**src/hdl/price_amount_converter_macros.svh**
```systemverilog
// assertion macros for the price amount converter
`ifndef PRICE_AMOUNT_CONVERTER_MACROS_SVH
`define PRICE_AMOUNT_CONVERTER_MACROS_SVH
`ifndef SYNTH
`define PAC_ASSERT_IMPL(label, clk, rst_n, prop) \
	label: assert property (@(posedge clk) disable iff (!rst_n) prop) \
		else $error("assertion failed");
`define PAC_ASSERT_RST(label, clk, prop) \
	label: assert property (@(posedge clk) prop) else $error("assertion failed");
`else
`define PAC_ASSERT_IMPL(label, clk, rst_n, prop)
`define PAC_ASSERT_RST(label, clk, prop)
`endif
`endif

```
**src/hdl/pac_pkg.sv**
```systemverilog
// shared types and constants for the price amount converter
package pac_pkg;
	localparam int unsigned FRACTION_BITS_DEF = 64;
	localparam int unsigned AMT_W = 128;
	localparam int unsigned WIDE_W = 256;
	localparam int unsigned NUM_CELLS = 64;
	localparam int unsigned MUL_BITS = AMT_W / NUM_CELLS;
	localparam int unsigned DIV_BITS = WIDE_W / NUM_CELLS;

	typedef enum logic [1:0] {
		ST_OK       = 2'd0,
		ST_OVERFLOW = 2'd1,
		ST_ZERO_DIV = 2'd2
	} status_t;

	localparam logic [0:0] IDX_PRICE_LOW  = 1'b0;
	localparam logic [0:0] IDX_PRICE_HIGH = 1'b1;

	// data travelling down the cell chain
	typedef struct packed {
		logic               valid;
		logic               act;
		logic               zero_price;
		logic [AMT_W-1:0]   amt;
		logic [AMT_W-1:0]   price;
		logic [WIDE_W-1:0]  acc;
		logic [AMT_W:0]     rem;
		logic [WIDE_W-1:0]  num;
	} chain_t;
endpackage

```
**src/hdl/pac_cell.sv**
```systemverilog
// one chain cell: a slice of shift-add multiply or restoring divide bits
module pac_cell (
	input  logic            clk,
	input  logic            arst_n,
	input  logic            en,
	input  pac_pkg::chain_t din,
	output pac_pkg::chain_t dout
);
	import pac_pkg::*;

	chain_t nxt;
	chain_t stage_q;
	logic [WIDE_W-1:0] acc_v;
	logic [AMT_W-1:0]  amt_v;
	logic [AMT_W:0]    rem_v;
	logic [WIDE_W-1:0] num_v;
	logic [AMT_W+1:0]  diff;

	// multiply: take top amount bit each step; divide: one quotient bit per step
	always_comb begin
		nxt = din;
		acc_v = din.acc;
		amt_v = din.amt;
		rem_v = din.rem;
		num_v = din.num;
		diff = '0;
		for (int i = 0; i < DIV_BITS; i++) begin
			if (!din.act) begin
				if (i < MUL_BITS) begin
					acc_v = {acc_v[WIDE_W-2:0], 1'b0};
					if (amt_v[AMT_W-1])
						acc_v = acc_v + {{(WIDE_W-AMT_W){1'b0}}, din.price};
					amt_v = {amt_v[AMT_W-2:0], 1'b0};
				end
			end else begin
				rem_v = {rem_v[AMT_W-1:0], num_v[WIDE_W-1]};
				num_v = {num_v[WIDE_W-2:0], 1'b0};
				diff = {1'b0, rem_v} - {2'b0, din.price};
				acc_v = {acc_v[WIDE_W-2:0], ~diff[AMT_W+1]};
				if (!diff[AMT_W+1])
					rem_v = diff[AMT_W:0];
			end
		end
		nxt.acc = acc_v;
		nxt.amt = amt_v;
		nxt.rem = rem_v;
		nxt.num = num_v;
	end

	// cell register, held while the chain stalls
	always_ff @(posedge clk or negedge arst_n) begin
		if (!arst_n) begin
			stage_q <= '0;
		end else if (en) begin
			stage_q <= nxt;
		end
	end

	assign dout = stage_q;
endmodule

```
**config.mk**
```make
export PLATFORM = sky130hd
export DESIGN_NAME = pac_cell
export DESIGN_NICKNAME = d
export VERILOG_FILES = /design/src/hdl/price_amount_converter_macros.svh /design/src/hdl/pac_pkg.sv /design/src/hdl/pac_cell.sv
export SDC_FILE = /design/constraint.sdc
export NUM_CORES = 2
export LEC_CHECK = 0
export BUFFER_PORTS_ARGS = -buffer_cell sky130_fd_sc_hd__buf_2
export CAP_MARGIN = 20
export CORE_AREA = 2 2 701 703
export DETAILED_ROUTE_END_ITERATION = 7
export DIE_AREA = 0 0 703 705
export SLEW_MARGIN = 10
export SYNTH_ARGS = -nofsm -noshare
export SYNTH_HDL_FRONTEND = slang
export SYNTH_SLANG_ARGS = --single-unit
```
**constraint.sdc**
```tcl
create_clock -name clk -period 1.4 [get_ports clk]
set_input_delay 0.28 -clock clk [delete_from_list [all_inputs] [get_ports clk]]
set_output_delay 0.28 -clock clk [all_outputs]
set_load 0.05 [all_outputs]
```
# == After elaboration in Yosys (flattened, before gate mapping) ==
# Cells that the tools add are included.
# classes
add_sub_neg,6
mux,20
bitwise_logic,4
# op_table
cell,n
256-bit 2-to-1 mux,8
129-bit 2-to-1 mux,8
129-bit by 128-bit subtractor with 130-bit output,4
255-bit 2-to-1 mux,2
256-bit by 128-bit adder with 256-bit output,1
128-bit 2-to-1 mux,2
255-bit by 128-bit adder with 255-bit output,1
1-bit NOT,4
# totals
regBits,900
in_bits,903
output_inout_bits,900
wordCells,38

# == Depth between registers and ports, before layout ==
# logic_depth
word_depth,12
depth_mapped,81
depth_no_buf,72

# == Worst setup path before layout ==
# Ideal clock, no wire load.
# synth_path
kind,in2reg
start,in din[656] in the netlist's numbering
end,"reg stage_q, in the netlist dout[278]"
setup_time_ps,126
arrival_ps,16422
required_ps,1274
slack_ps,-15148
path_stages,71
path_buffers,11
path_cell_list,inv_1 > ha_1 > clkbuf_1 > nand2_1 > or3_1 > or3_1 > o31a_1 > nor3_1 > a31o_2 > nand4_1 > a21bo_2 > nand2_1 > clkbuf_1 > clkbuf_1 > clkbuf_1 > nand2_1 > a31oi_1 > ha_1 > [... 35 more ...] > o21a_1 > o31a_1 > or4_1 > a41o_1 > a22oi_1 > a21boi_0 > a41oi_1 > o31ai_1 > a31oi_1 > o21ai_0 > o221ai_1 > a2bb2oi_1 > a21oi_1 > a21oi_1 > clkbuf_1 > buf_1 > a31oi_1 > a311o_1
# synth_via
elab_chain_cells,12
# synth_rtl
element,line,text
"start, declared",pac_cell.sv:6,"input pac_pkg::chain_t din,"
129-bit by 128-bit subtractor with 130-bit output,pac_cell.sv:38,"diff = {1'b0, rem_v} - {2'b0, din.price};"
129-bit 2-to-1 mux,pac_cell.sv:40,if (!diff[AMT_W+1])
129-bit 2-to-1 mux,pac_cell.sv:28,if (!din.act) begin
129-bit by 128-bit subtractor with 130-bit output,pac_cell.sv:38,
129-bit 2-to-1 mux,pac_cell.sv:40,
129-bit 2-to-1 mux,pac_cell.sv:28,
129-bit by 128-bit subtractor with 130-bit output,pac_cell.sv:38,
129-bit 2-to-1 mux,pac_cell.sv:40,
129-bit 2-to-1 mux,pac_cell.sv:28,
129-bit by 128-bit subtractor with 130-bit output,pac_cell.sv:38,
129-bit 2-to-1 mux,pac_cell.sv:40,
129-bit 2-to-1 mux (*),pac_cell.sv:28,
"end signal, assigned",pac_cell.sv:55,stage_q <= nxt;
"end, declared",pac_cell.sv:12,chain_t stage_q;
# Every way passes the cells marked *; elsewhere a longest branch is shown, timed or not.
# A chain may end at the register's enable or synchronous reset.

# == Worst setup path after layout ==
# layout_path
start,in din[659] in the netlist's numbering
end,"reg stage_q, in the netlist dout[336]"
# The elaborated chain is that of the path after synthesis.

==> impl_metrics.toml <==
[routing]
post_drt_wl_per_cell_um = 34.4
drc_errors = 0
antenna_left = 0
via_count = 156516
wl_um = 1010000
drt_pass1_iterations = 6
vias_per_cell = 5.36
drt_iter0_markers = 20937

[synthesis]
synthArstFlopShare = 1.00
synth.most_common_cell = "a21oi_1"
yosysUniqueCellTypes = 105
yosys_most_used_dff = "dfrtp_1"
netlist_area_um2 = 105000
ys_warn_count = 0
netlist_instances = 14397
synth_nets = 16072
yosysTopAreaCell = "dfrtp_1"
synth.area.top_cells = "dfrtp_1, ha_1, a21oi_1"
yosysSeqAreaShare = 0.214
synth-seq-cells = 900
ys_top_cells_by_count = "a21oi_1, nand2_1, nor2_1, o21ai_0, dfrtp_1"
avgSynthCellArea_um2 = 7.30
synth_edf_count = 0
synth.top_cell.area_share = 0.214

[setup_path]
r2r_start = "dout[308]"
worstPathMaxFanout = 7
path_class = "in2reg"
cpMaxStageDelayCell = "o211ai_1"
worstReg2RegEnd = "dout[308]"
start_kind = "input pin"
reg2reg_slack_ns = 0.18
worstPathArrival_ns = 16.39
worstRegToRegCells = 4
slowest_delay_ns = 0.54
worstSetupEndpointType = "register"
crit_required_ns = 2.15

[floorplan]
coreArea_um2 = 488000
die_y_um = 705
dieWidth_um = 703
io_pins = 1803
row_count = 257
design.die.area_um2 = 496000
start_util = 0.215

[placement]
place_inst = 28070
dp_hpwl_um = 879000
place.gp.congestion = 1.13
pre_cts_slack_ns = -17.42
io_buffers = 1800

[timing]
hold_slack_ns = -0.00438
worst_slew_pin_slew_ns = 1.06
setup_slack_ns = -14.24
max_clock_freq_mhz = 63.9
final_hold_viol_count = 1
slew_headroom = 0.289
slew_violations = 0
fin_skew_ns = 0
rsz0062_at_grt = "true"
setup_viol = 1640
min_period_over_period = 11.2
layout_min_cycle_time_ns = 15.64

[run_status]
status = "finished, violations left"
violations = "negative hold slack, negative setup slack"

[clocking]
clkTransAtPathRegs_ns = 0.06
cts_tree = "done"
cts_sinks = 900
cts-buffers-inserted = 135
clockBufferDepth = 4
clockRootBuffer = "clkbuf_16"
cts-htree-levels = 4
holdBufCountCts = 642
clock_latency_ns = 0.87

[grt]
antenna_found_initial = 352
grt_pass1_wl_um = 1310000
grt_util_met1 = 0.546
grt_usage = 0.386
top_usage_layer = "met1"
grt_max_degree = 191
grt_use_met2 = 0.506
gr-usage-met3 = 0.159
overflow = 0
first_global_vias = 146211

[power]
ir_worst_vdd_uv = 1060
p_per_area_nw_per_um2 = 1250
cellLeakagePower_uw = 0.0888

[worst_hold_path]
hold_depth = 5
hp-class = "in2reg"
hp-start = "din[895]"
hold_end = "dout[508]"

[flow_run]
max-cap-violations = 0

[final_layout]
syn2layout_area_growth_pct = 76.8
final_cells = 29226
final_nets = 24193
largest_reg_flops = 900
layout-drive-gt1-share = 0.408
cell type report:
class	instances	area [um^2]
fill	52363	302000
clock inverter	54	823
tap	6475	8100
multi-input combinational	12177	80700
timing repair buffer	8836	67600
sequential	900	22500
clock buffer	182	3800
inverter	468	1820
antenna	134	335
layout by cell type, fill, tap and decap left out, types with 123 or more instances in the layout:
master / Yosys / layout
mux2i_1: 446 / 437
inv_1: 466 / 448
a31oi_1: 231 / 208
xnor2_1: 612 / 606
buf_4: 0 / 6157
nand2_1: 1628 / 1610
mux2_2: 217 / 214
dfrtp_1: 900 / 900
a21oi_1: 1849 / 1765
o211ai_1: 127 / 127
nor2b_1: 163 / 159
nor3_1: 253 / 238
nand4_1: 367 / 367
buf_2: 23 / 1696
o21bai_1: 204 / 197
clkbuf_16: 0 / 144
buf_12: 0 / 271
o21a_1: 130 / 129
nor2_1: 1447 / 1414
diode_2: 0 / 134
o21ai_0: 1112 / 988
dlygate4sd3_1: 0 / 642
xor2_1: 324 / 323
ha_1: 766 / 730
and3_1: 129 / 123
nand3_1: 259 / 257
a21o_1: 462 / 461
worst max-delay path, delay by kind of cell:
family,cells,cell delay (ns)
buffers and inverters,21,3.21
adders and majority gates,4,1.17
and+or+nand+nor,23,4.11
AOI/OAI and AO/OA,33,7.20
muxes,1,0.23
cells by family (layout without fill, tap and decap cells):
logic type / Yosys count / after routing / share of synthesized area
AOI/OAI and AO/OA: 4934 / 4934 / 0.287
and+or+nand+nor: 4870 / 4871 / 0.215
buffers and inverters: 1321 / 9540 / 0.0475
xor gates and xnor gates: 936 / 936 / 0.0780
DFF: 900 / 900 / 0.214
adders and majority gates: 772 / 772 / 0.0924
muxes: 664 / 664 / 0.0659
other: 0 / 134 / 0
worst max path at each step:
stage	start	to	slack (ns)	cells past startpoint
5_1_grt	din[643]	dout[336]	-14.34	88
3_3_place_gp	din[674]	dout[337]	-17.35	87
3_5_place_dp	din[662]	dout[327]	-17.42	87
2_1_floorplan	din[657]	dout[310]	-12.44	72
6_report	din[659]	dout[336]	-14.24	82
4_1_cts	din[658]	dout[286]	-14.20	87
per-layer routing:
layer  share of wire  vias up
li1                -    68915
met3            0.13     1646
met4           0.048      144
met1            0.45    76718
met5          0.0012        -
met2            0.37     9093
through the flow:
step / util / hold slack [ns] / power, uW / setup TNS (ns) / cell area, um^2
2_1_floorplan: - / -0.0156 / 97800 / -3396.88 / 106000
3_3_place_gp: 0.348 / 0.460 / 181000 / -5027.67 / 170000
3_5_place_dp: 0.348 / 0.463 / 180000 / -5036.66 / 170000
4_1_cts: 0.375 / -0.0731 / 225000 / -4385.24 / 183000
5_1_grt: 0.380 / -0.0151 / 239000 / -4572.40 / 185000
6_report: 0.380 / -0.00438 / 232000 / -4442.03 / 186000
report_power, final:
group / total (uW) / internal, uW / switching, uW
clock network: 38300 / 22000 / 16300
logic: 158000 / 64600 / 93300
registers: 35900 / 29900 / 5940
total: 232000 / 117000 / 116000
what timing repair did:
action,4_1_cts,5_1_grt
setup endpoints to repair,1628,1640
setup buffers,68,72
gates cloned,2,8
endpoints found under the hold margin,1483,1
gates resized for setup,325,394
pin swaps,89,179
(Power assumes the default switching activity.)
